<file path="src/rtl/core/plc_tb_pkg.sv">
// Shared types and constants of the PLC timer bank.
`default_nettype none

package plc_tb_pkg;

  localparam int NUM_TIMERS    = 64;
  localparam int IDX_W         = (NUM_TIMERS > 1) ? $clog2(NUM_TIMERS) : 1;
  localparam int MS_PER_SECOND = 1000;
  localparam int DELAY_W       = 20;
  localparam int ELAPSED_W     = 20;
  localparam int ID_W          = 6;
  localparam int PRESET_W      = 30;
  localparam int COUNT_W       = 32;
  localparam int QUEUE_DEPTH   = 2;
  localparam int QPTR_W        = (QUEUE_DEPTH > 1) ? $clog2(QUEUE_DEPTH) : 1;
  localparam int QCNT_W        = $clog2(QUEUE_DEPTH + 1);

  // Command codes on s_tuser
  localparam logic [1:0] CMD_CYCLE   = 2'd0;
  localparam logic [1:0] CMD_ON_DLY  = 2'd1;
  localparam logic [1:0] CMD_OFF_DLY = 2'd2;
  localparam logic [1:0] CMD_ONESHOT = 2'd3;

  // Item kinds after classification
  localparam logic [1:0] KIND_CYCLE = 2'd0;
  localparam logic [1:0] KIND_EVAL  = 2'd1;
  localparam logic [1:0] KIND_NOP   = 2'd2;

  typedef struct packed {
    logic [1:0]           kind;
    logic [1:0]           cmd;
    logic                 start;
    logic [PRESET_W-1:0]  preset;
    logic [IDX_W-1:0]     idx;
    logic [ELAPSED_W-1:0] elapsed;
  } item_t;

endpackage

`default_nettype wire

</file>
<file path="src/rtl/core/plc_timer_bank_unit.sv">
// Items pass the queue, the cur register and the result register; a busy output holds cur.
// The back end pops no new item until the last one has read, then written the count memory.
// A two-entry queue lets input be accepted while a result waits on the output.
// Reset: synchronous rst clears queue, control and the per-timer valid and touched bits
// at once; all counts then read as zero, and no clearing pass is needed.
`default_nettype none

module plc_timer_bank_unit import plc_tb_pkg::*; (
  input  wire logic        clk,
  input  wire logic        rst,
  input  wire logic        s_tvalid,
  output logic             s_tready,
  input  wire logic [47:0] s_tdata,  // start_req, unit_seconds, delay[19:0], timer_id[5:0],
                                     // elapsed_ms[19:0]
  input  wire logic [1:0]  s_tuser,  // cmd[1:0]
  output logic             m_tvalid,
  input  wire logic        m_tready,
  output logic [7:0]       m_tdata   // timer_out, zero padding[7:1]
);

  logic  push;
  item_t push_item;
  logic  pop;
  item_t head;
  logic  q_full;
  logic  q_empty;

  plc_tb_front u_front (
    .s_tvalid  (s_tvalid),
    .s_tready  (s_tready),
    .s_tdata   (s_tdata),
    .s_tuser   (s_tuser),
    .q_full    (q_full),
    .push      (push),
    .push_item (push_item)
  );

  plc_tb_queue u_queue (
    .clk       (clk),
    .rst       (rst),
    .push      (push),
    .push_item (push_item),
    .pop       (pop),
    .head      (head),
    .full      (q_full),
    .empty     (q_empty)
  );

  plc_tb_back u_back (
    .clk       (clk),
    .rst       (rst),
    .head      (head),
    .empty     (q_empty),
    .pop       (pop),
    .m_tvalid  (m_tvalid),
    .m_tready  (m_tready),
    .m_tdata   (m_tdata)
  );

endmodule

`default_nettype wire

</file>
<file path="src/rtl/core/plc_tb_front.sv">
// Front end: accepts items, scales the preset and classifies the command.
`default_nettype none

module plc_tb_front import plc_tb_pkg::*; (
  input  wire logic        s_tvalid,
  output logic             s_tready,
  input  wire logic [47:0] s_tdata,  // start_req, unit_seconds, delay[19:0], timer_id[5:0],
                                     // elapsed_ms[19:0]
  input  wire logic [1:0]  s_tuser,  // cmd[1:0]
  input  wire logic        q_full,
  output logic             push,
  output item_t            push_item
);

  logic                 start_req;
  logic                 unit_seconds;
  logic [DELAY_W-1:0]   delay;
  logic [ID_W-1:0]      timer_id;
  logic [ELAPSED_W-1:0] elapsed_ms;
  logic [PRESET_W-1:0]  scaled;
  logic                 in_range;

  assign start_req    = s_tdata[0];
  assign unit_seconds = s_tdata[1];
  assign delay        = s_tdata[21:2];
  assign timer_id     = s_tdata[27:22];
  assign elapsed_ms   = s_tdata[47:28];

  assign s_tready = !q_full;
  assign push     = s_tvalid && s_tready;

  assign scaled   = PRESET_W'(delay) * PRESET_W'(MS_PER_SECOND);
  assign in_range = 32'(timer_id) < 32'(NUM_TIMERS);

  always_comb begin
    push_item.cmd     = s_tuser;
    push_item.start   = start_req;
    push_item.preset  = unit_seconds ? scaled : PRESET_W'(delay);
    push_item.idx     = IDX_W'(timer_id);
    push_item.elapsed = elapsed_ms;
    if (s_tuser == CMD_CYCLE) begin
      push_item.kind = KIND_CYCLE;
    end else if (in_range) begin
      push_item.kind = KIND_EVAL;
    end else begin
      push_item.kind = KIND_NOP;
    end
  end

endmodule

`default_nettype wire

</file>
<file path="src/rtl/core/plc_tb_queue.sv">
// Short queue of classified items between front and back.
`default_nettype none

module plc_tb_queue import plc_tb_pkg::*; (
  input  wire logic  clk,
  input  wire logic  rst,
  input  wire logic  push,
  input  wire item_t push_item,
  input  wire logic  pop,
  output item_t      head,
  output logic       full,
  output logic       empty
);

  item_t              entries [QUEUE_DEPTH];
  logic [QPTR_W-1:0]  wr_ptr;
  logic [QPTR_W-1:0]  rd_ptr;
  logic [QCNT_W-1:0]  count;

  assign full  = count == QCNT_W'(QUEUE_DEPTH);
  assign empty = count == '0;
  assign head  = entries[rd_ptr];

  always_ff @(posedge clk) begin
    if (push) begin
      entries[wr_ptr] <= push_item;
    end
  end

  always_ff @(posedge clk) begin
    if (rst) begin
      wr_ptr <= '0;
      rd_ptr <= '0;
      count  <= '0;
    end else begin
      if (push) begin
        wr_ptr <= (wr_ptr == QPTR_W'(QUEUE_DEPTH - 1)) ? '0 : wr_ptr + 1'b1;
      end
      if (pop) begin
        rd_ptr <= (rd_ptr == QPTR_W'(QUEUE_DEPTH - 1)) ? '0 : rd_ptr + 1'b1;
      end
      if (push && !pop) begin
        count <= count + 1'b1;
      end else if (pop && !push) begin
        count <= count - 1'b1;
      end
    end
  end

endmodule

`default_nettype wire

</file>
<file path="src/rtl/core/plc_tb_back.sv">
// Back end: read-modify-write of the timer counts and the result register.
`default_nettype none

module plc_tb_back import plc_tb_pkg::*; (
  input  wire logic       clk,
  input  wire logic       rst,
  input  wire item_t      head,
  input  wire logic       empty,
  output logic            pop,
  output logic            m_tvalid,
  input  wire logic       m_tready,
  output logic [7:0]      m_tdata   // timer_out, zero padding[7:1]
);

  localparam logic ST_IDLE = 1'b0;
  localparam logic ST_EXEC = 1'b1;

  logic                 state;
  item_t                cur;
  logic [COUNT_W-1:0]   cnt_mem [NUM_TIMERS];
  logic [COUNT_W-1:0]   rd_data;
  logic [NUM_TIMERS-1:0] valid;
  logic [NUM_TIMERS-1:0] touched;
  logic [ELAPSED_W-1:0] last_elapsed;
  logic                 out_bit;

  logic                 exec_fire;
  logic [COUNT_W-1:0]   cnt_cur;
  logic [COUNT_W:0]     sum;
  logic [COUNT_W-1:0]   sum_sat;
  logic [COUNT_W-1:0]   preset_w;
  logic [COUNT_W-1:0]   elapsed_w;
  logic [COUNT_W-1:0]   cnt_new;
  logic                 res;

  assign pop       = (state == ST_IDLE) && !empty;
  assign exec_fire = (state == ST_EXEC) && (!m_tvalid || m_tready);
  assign m_tdata   = {7'b0, out_bit};

  // Never-written entries read as zero through the valid bits
  assign cnt_cur   = valid[cur.idx] ? rd_data : '0;
  assign elapsed_w = COUNT_W'(last_elapsed);
  assign preset_w  = COUNT_W'(cur.preset);
  assign sum       = {1'b0, cnt_cur} + {1'b0, elapsed_w};
  assign sum_sat   = sum[COUNT_W] ? '1 : sum[COUNT_W-1:0];

  always_comb begin
    cnt_new = cnt_cur;
    res     = 1'b0;
    case (cur.cmd)
      CMD_OFF_DLY: begin
        if (cur.start) begin
          cnt_new = preset_w;
          res     = 1'b1;
        end else if (cnt_cur != '0) begin
          res     = 1'b1;
          cnt_new = (cnt_cur > elapsed_w) ? cnt_cur - elapsed_w : '0;
        end
      end
      CMD_ON_DLY, CMD_ONESHOT: begin
        if (cur.start) begin
          cnt_new = sum_sat;
          if (sum_sat >= preset_w) begin
            res = 1'b1;
            if (cur.cmd == CMD_ONESHOT) begin
              cnt_new = '0;
            end
          end
        end else begin
          cnt_new = '0;
        end
      end
      default: begin
        cnt_new = cnt_cur;
        res     = 1'b0;
      end
    endcase
  end

  // Count memory: read on pop, write back on execute of an evaluate item
  always_ff @(posedge clk) begin
    if (pop) begin
      rd_data <= cnt_mem[head.idx];
    end
    if (exec_fire && cur.kind == KIND_EVAL) begin
      cnt_mem[cur.idx] <= cnt_new;
    end
  end

  always_ff @(posedge clk) begin
    if (pop) begin
      cur <= head;
    end
    if (exec_fire) begin
      out_bit <= (cur.kind == KIND_EVAL) ? res : 1'b0;
    end
  end

  always_ff @(posedge clk) begin
    if (rst) begin
      state        <= ST_IDLE;
      m_tvalid     <= 1'b0;
      valid        <= '0;
      touched      <= '0;
      last_elapsed <= '0;
    end else begin
      if (pop) begin
        state <= ST_EXEC;
      end else if (exec_fire) begin
        state <= ST_IDLE;
      end
      if (exec_fire) begin
        m_tvalid <= 1'b1;
      end else if (m_tready) begin
        m_tvalid <= 1'b0;
      end
      if (exec_fire && cur.kind == KIND_CYCLE) begin
        // Drop counts of timers not evaluated since the last cycle
        last_elapsed <= cur.elapsed;
        valid        <= valid & touched;
        touched      <= '0;
      end else if (exec_fire && cur.kind == KIND_EVAL) begin
        valid[cur.idx]   <= 1'b1;
        touched[cur.idx] <= 1'b1;
      end
    end
  end

  a_touched_valid: assert property (@(posedge clk) disable iff (rst)
    (touched & ~valid) == '0)
    else $error("touched timer without a valid count");

  a_cycle_clears: assert property (@(posedge clk) disable iff (rst)
    exec_fire && cur.kind == KIND_CYCLE |=> touched == '0)
    else $error("cycle item left touched marks set");

  a_eval_marks: assert property (@(posedge clk) disable iff (rst)
    exec_fire && cur.kind == KIND_EVAL |=> valid[$past(cur.idx)] && touched[$past(cur.idx)])
    else $error("evaluated timer not marked");

  a_exec_waits: assert property (@(posedge clk) disable iff (rst)
    state == ST_EXEC && m_tvalid && !m_tready |=> state == ST_EXEC)
    else $error("execute step overwrote a waiting result");

endmodule

`default_nettype wire
</file>
<file path="config.mk">
export PLATFORM = sky130hd
export DESIGN_NAME = plc_timer_bank_unit
export DESIGN_NICKNAME = d
export VERILOG_FILES = /design/src/rtl/core/plc_tb_pkg.sv /design/src/rtl/core/plc_timer_bank_unit.sv /design/src/rtl/core/plc_tb_front.sv /design/src/rtl/core/plc_tb_queue.sv /design/src/rtl/core/plc_tb_back.sv
export SDC_FILE = /design/constraint.sdc
export NUM_CORES = 2
export LEC_CHECK = 0
export BUFFER_PORTS_ARGS = -buffer_cell sky130_fd_sc_hd__buf_2
export CORE_ASPECT_RATIO = 0.8
export CORE_MARGIN = 2
export CORE_UTILIZATION = 45
export DETAILED_ROUTE_END_ITERATION = 10
export GPL_TIMING_DRIVEN = 1
export PLACE_DENSITY_LB_ADDON = 0.05
export SLEW_MARGIN = 20
export SYNTH_ARGS = -nofsm -noshare
export SYNTH_HDL_FRONTEND = slang
export SYNTH_SLANG_ARGS = --single-unit
</file>
<file path="constraint.sdc">
create_clock -name clk -period 17.8 [get_ports clk]
set_input_delay 5.34 -clock clk [delete_from_list [all_inputs] [get_ports clk]]
set_output_delay 5.34 -clock clk [all_outputs]
set_load 0.005 [all_outputs]
</file>
==> impl_results.html <==
<table>
<tr><th>Metric</th><th>Value</th></tr>
<tr><th colspan="2">Clock network</th></tr>
<tr><td>Maximum count of clock buffers along a single path</td><td>4</td></tr>
<tr><td>Total clock buffers created by CTS</td><td>245</td></tr>
<tr><td>TritonCTS clock tree</td><td>built</td></tr>
<tr><td>Resized Gates After CTS</td><td>0</td></tr>
<tr><td>Clock network latency to the later pin of the worst-skew pair</td><td>910 ps</td></tr>
<tr><td>Clock input transition at the sequential cells of the worst setup and hold paths</td><td>60 ps</td></tr>
<tr><td>Post-CTS Setup Repair Bufs</td><td>0</td></tr>
<tr><td>Total number of clock tree sinks</td><td>2416</td></tr>
<tr><td># hold bufs at CTS</td><td>0</td></tr>
<tr><td>Clk Tree Root Cell</td><td>sky130_fd_sc_hd__clkbuf_16</td></tr>
<tr><td>Depth of the CTS H-tree</td><td>4</td></tr>
<tr><th colspan="2">Logic synthesis</th></tr>
<tr><td>Average instance area after synthesis</td><td>12.3 µm²</td></tr>
<tr><td>Main area contributors after synthesis</td><td>sky130_fd_sc_hd__edfxtp_1, sky130_fd_sc_hd__nand2_1, sky130_fd_sc_hd__nand3_1, sky130_fd_sc_hd__dfxtp_1, sky130_fd_sc_hd__a311oi_1</td></tr>
<tr><td>Number of flip-flops and latches in the synthesized netlist</td><td>2416</td></tr>
<tr><td>Part of the Yosys area used for sequential elements</td><td>0.695</td></tr>
<tr><td>Share of the synthesized area in the top cell type</td><td>0.665</td></tr>
<tr><td>Cell with the most instances after synthesis</td><td>sky130_fd_sc_hd__edfxtp_1</td></tr>
<tr><td>Post-Synthesis Cells</td><td>8312</td></tr>
<tr><td>Fraction of synthesis flops using an asynchronous set or reset pin</td><td>0</td></tr>
<tr><td>Top_reg_cell synth</td><td>sky130_fd_sc_hd__edfxtp_1</td></tr>
<tr><td>Post-synthesis cell area</td><td>0.102 mm²</td></tr>
<tr><td>Number of distinct library cells after synthesis</td><td>79</td></tr>
<tr><td>Area leader, netlist</td><td>sky130_fd_sc_hd__edfxtp_1</td></tr>
<tr><td>Leading cell types by count after synthesis</td><td>sky130_fd_sc_hd__edfxtp_1, sky130_fd_sc_hd__nand2_1, sky130_fd_sc_hd__nand3_1</td></tr>
<tr><td>Count of yosys warnings during synthesis</td><td>0</td></tr>
<tr><td>Count of flip-flops with a built-in enable after synthesis</td><td>2261</td></tr>
<tr><th colspan="2">Cells and area</th></tr>
<tr><td>Fraction of layout cells with a size suffix above 1</td><td>0.0932</td></tr>
<tr><td>Final #Nets</td><td>8535</td></tr>
<tr><td>Synth-to-Final Area Change</td><td>11.5%</td></tr>
<tr><td>Layout Cell Area excl Fill</td><td>0.114 mm²</td></tr>
<tr><th colspan="2">STA</th></tr>
<tr><td>Setup skew after layout</td><td>48.7 ps</td></tr>
<tr><td>Worst slack on hold paths</td><td>462 ps</td></tr>
<tr><td>Max Transition Viols Final</td><td>0</td></tr>
<tr><td>Final hold violation count</td><td>0</td></tr>
<tr><td>Max-slew headroom</td><td>0.0988</td></tr>
<tr><td>Final cycle utilization of the critical path</td><td>0.641</td></tr>
<tr><td>Upper clock frequency limit</td><td>0.0877 GHz</td></tr>
<tr><td>Final-report setup violation count</td><td>0</td></tr>
<tr><td>Unrepaired setup endpoints after global routing</td><td>false</td></tr>
<tr><td>Minimum clock period</td><td>11410 ps</td></tr>
<tr><td>Setup Total Neg Slack</td><td>0 ps</td></tr>
<tr><td>Worst-Margin Slew</td><td>1340 ps</td></tr>
<tr><th colspan="2">Run status</th></tr>
<tr><td>Result of the run</td><td>finished clean</td></tr>
<tr><th colspan="2">Drt</th></tr>
<tr><td>Post-detailed-route wirelength per cell</td><td>28.3 µm</td></tr>
<tr><td>Total number of vias</td><td>67464</td></tr>
<tr><td>Detailed-route vias per instance</td><td>5.88</td></tr>
<tr><td>Wire length reported by the detailed router</td><td>325000 µm</td></tr>
<tr><td>Remaining number of nets flagged by the antenna check after routing</td><td>0</td></tr>
<tr><td>First DRT Iteration DRCs</td><td>7355</td></tr>
<tr><td>Total iterations of the first detailed-routing run</td><td>6</td></tr>
<tr><td>DRC violations left</td><td>0</td></tr>
<tr><th colspan="2">Pwr</th></tr>
<tr><td>Sequential group share of total power</td><td>0.405</td></tr>
<tr><td>Fraction of power spent switching nets</td><td>0.371</td></tr>
<tr><td>Total power</td><td>18.9 mW</td></tr>
<tr><td>Cell internal pwr</td><td>11.9 mW</td></tr>
<tr><td>Total power density per cell area</td><td>166 mW/mm²</td></tr>
<tr><td>Power share of the combinational group</td><td>0.327</td></tr>
<tr><td>Part of the total power dissipated in the clock network</td><td>0.268</td></tr>
<tr><td>VDD IR max</td><td>122 µV</td></tr>
<tr><td>Leak pwr</td><td>40.7 nW</td></tr>
<tr><td>NetSw</td><td>7.01 mW</td></tr>
<tr><th colspan="2">Worst setup path</th></tr>
<tr><td>Reg2reg setup slack</td><td>6390 ps</td></tr>
<tr><td>Worst Setup Path Type</td><td>reg -&gt; reg</td></tr>
<tr><td>Worst reg2reg endpoint</td><td>u_back.cnt_mem[46][6]$_DFFE_PP_</td></tr>
<tr><td>Worst-path fanout max</td><td>41</td></tr>
<tr><td>Depth of the worst register-to-register path</td><td>30</td></tr>
<tr><td>Endpoint kind of the worst setup timing path</td><td>register</td></tr>
<tr><td>Startpoint of the lowest-slack register-to-register path</td><td>u_back.cur[20]$_DFFE_PP_</td></tr>
<tr><td>Highest cell delay on the worst timing path</td><td>780 ps</td></tr>
<tr><td>Cell seen most often among critical-path stages</td><td>sky130_fd_sc_hd__buf_4</td></tr>
<tr><td>Library cell contributing the largest single delay on the critical path</td><td>sky130_fd_sc_hd__a221o_2</td></tr>
<tr><td>Startpoint Class</td><td>register</td></tr>
<tr><td>Data required time of the worst path</td><td>18430 ps</td></tr>
<tr><td>CP Data Arrival Time</td><td>12040 ps</td></tr>
<tr><th colspan="2">Hold path</th></tr>
<tr><td>Hold-critical path depth</td><td>1</td></tr>
<tr><td>Worst min-delay path class</td><td>reg -&gt; reg</td></tr>
<tr><td>End point of the most critical hold path</td><td>u_back.touched[56]$_SDFFE_PP0P_</td></tr>
<tr><td>Min-Delay Startpoint</td><td>u_back.touched[56]$_SDFFE_PP0P_</td></tr>
<tr><th colspan="2">Die</th></tr>
<tr><td>Ports placed on the boundary</td><td>64</td></tr>
<tr><td>Chip width</td><td>537 µm</td></tr>
<tr><td>Vertical die dimension</td><td>430 µm</td></tr>
<tr><td>Initial Utilization</td><td>0.452</td></tr>
<tr><td>Die area</td><td>0.231 mm²</td></tr>
<tr><td>Placement Rows</td><td>156</td></tr>
<tr><td>Placeable core region</td><td>0.226 mm²</td></tr>
<tr><th colspan="2">Placed design</th></tr>
<tr><td>Placed instance area</td><td>0.106 mm²</td></tr>
<tr><td>Detailed placer's ending HPWL</td><td>175000 µm</td></tr>
<tr><td>GP Congestion</td><td>0.911</td></tr>
<tr><td>Port Buf Inserts</td><td>56</td></tr>
<tr><th colspan="2">Global route</th></tr>
<tr><td>Vias in the first global route</td><td>64264</td></tr>
<tr><td>Wire length of the first global-routing pass</td><td>465000 µm</td></tr>
<tr><td>Number of antenna violations at the first check in global routing</td><td>18</td></tr>
<tr><td>Pin count of the biggest net entering global routing</td><td>151</td></tr>
<tr><td>Aggregate global routing overflow</td><td>0</td></tr>
<tr><td>Global-route usage over all layers</td><td>0.277</td></tr>
<tr><th colspan="2">Run</th></tr>
<tr><td>Max-cap viol count</td><td>0</td></tr>
</table>
## flip-flops by register name (all words and copies together) (netlist names), named ones only
register / count
u_back.cnt_mem: 2048
u_back.cur: 60
u_back.last_elapsed: 20
u_back.m_tvalid: 1
u_back.out_bit: 1
u_back.rd_data: 32
u_back.state: 1
u_back.touched: 64
u_back.valid: 64
u_queue.count: 2
u_queue.entries: 120
u_queue.rd_ptr: 1
u_queue.wr_ptr: 1
## worst max path at each step
stage,depth (start not counted),slack (ps),endpoint,start
after floorplan,35,7460,u_back.cnt_mem[0][27]$_DFFE_PP_,u_back.cur[20]$_DFFE_PP_
after global placement,30,6870,u_back.cnt_mem[52][4]$_DFFE_PP_,u_back.cur[20]$_DFFE_PP_
after detailed placement,30,6680,u_back.cnt_mem[49][4]$_DFFE_PP_,u_back.cur[20]$_DFFE_PP_
after CTS,30,6620,u_back.cnt_mem[51][4]$_DFFE_PP_,u_back.cur[20]$_DFFE_PP_
after global routing,30,5760,u_back.cnt_mem[46][6]$_DFFE_PP_,u_back.cur[20]$_DFFE_PP_
final,30,6390,u_back.cnt_mem[46][6]$_DFFE_PP_,u_back.cur[20]$_DFFE_PP_
## area by class of cell
class,instances,area [µm²]
inverter,253,972
timing repair buffer,258,1950
antenna,1,2.50
multi-input combinational,5106,28500
sequential,2416,71000
clock inverter,113,1090
clock buffer,323,6570
fill,19694,112000
tap,3002,3760
## placed cells by master, fill, tap and decap left out, types with 68 or more instances in the layout
| cell type | synthesis | final |
|---|---|---|
| sky130_fd_sc_hd__edfxtp_1 | 2261 | 2261 |
| sky130_fd_sc_hd__nand2_1 | 2237 | 2237 |
| sky130_fd_sc_hd__nand3_1 | 1046 | 1046 |
| sky130_fd_sc_hd__a311oi_1 | 354 | 351 |
| sky130_fd_sc_hd__clkbuf_16 | 0 | 249 |
| sky130_fd_sc_hd__a21oi_1 | 236 | 236 |
| sky130_fd_sc_hd__inv_1 | 251 | 198 |
| sky130_fd_sc_hd__buf_4 | 12 | 191 |
| sky130_fd_sc_hd__dfxtp_1 | 155 | 154 |
| sky130_fd_sc_hd__and3_1 | 145 | 144 |
| sky130_fd_sc_hd__ha_1 | 131 | 131 |
| sky130_fd_sc_hd__o21ai_0 | 111 | 111 |
| sky130_fd_sc_hd__nor2_1 | 111 | 95 |
| sky130_fd_sc_hd__o21a_1 | 74 | 74 |
| sky130_fd_sc_hd__mux2_2 | 71 | 71 |
| sky130_fd_sc_hd__fa_1 | 70 | 70 |
| sky130_fd_sc_hd__clkbuf_1 | 504 | 68 |
## layer usage
layer,routed length (µm),part of all wire,track usage
met3,21300,0.066,0.0366
met2,148000,0.46,0.431
met1,146000,0.45,0.410
met5,0,0,0
met4,8770,0.027,0.0742
## per-stage QoR
| stage | setup slack (ps) | cells | util |
|---|---|---|---|
| finish | 6390 | 11472 | 0.504 |
| global route | 5760 | 11471 | 0.504 |
| CTS | 6620 | 11471 | 0.504 |
| detailed placement | 6680 | 11035 | 0.470 |
| global placement | 6870 | 11035 | 0.470 |
| floorplan | 7460 | 8318 | - |
## worst max-delay path, delay by kind of cell, from the launching register on
family,cells,cell delay (ps)
adder cells (fa/ha/maj),2,640
AO/OA/AOI/OAI,16,5470
buffers and inverters,3,1350
flip-flops,1,700
AND/OR/NAND/NOR,9,2790
## cell families (layout without fill, tap and decap cells)
kind of cell	count (synthesis)	in the layout	synth area share
compound gates	1012	1012	0.0714
fa+ha+maj	201	201	0.0298
xor+xnor	64	64	0.00549
flops	2416	2416	0.695
other cells	1	8	0.0000367
buf+inv	796	947	0.0297
simple gates	3729	3729	0.158
mux	93	93	0.0105
## power by group through the flow
stage	sequential, mW	clock (mW)	combinational, mW
after global placement	7.76	0	6.11
after CTS	7.64	5.14	6.16
final	7.65	5.05	6.17
after floorplan	7.62	0	3.63
after detailed placement	7.76	0	6.14
after global routing	7.66	5.35	6.66
(Power assumes the default switching activity.)
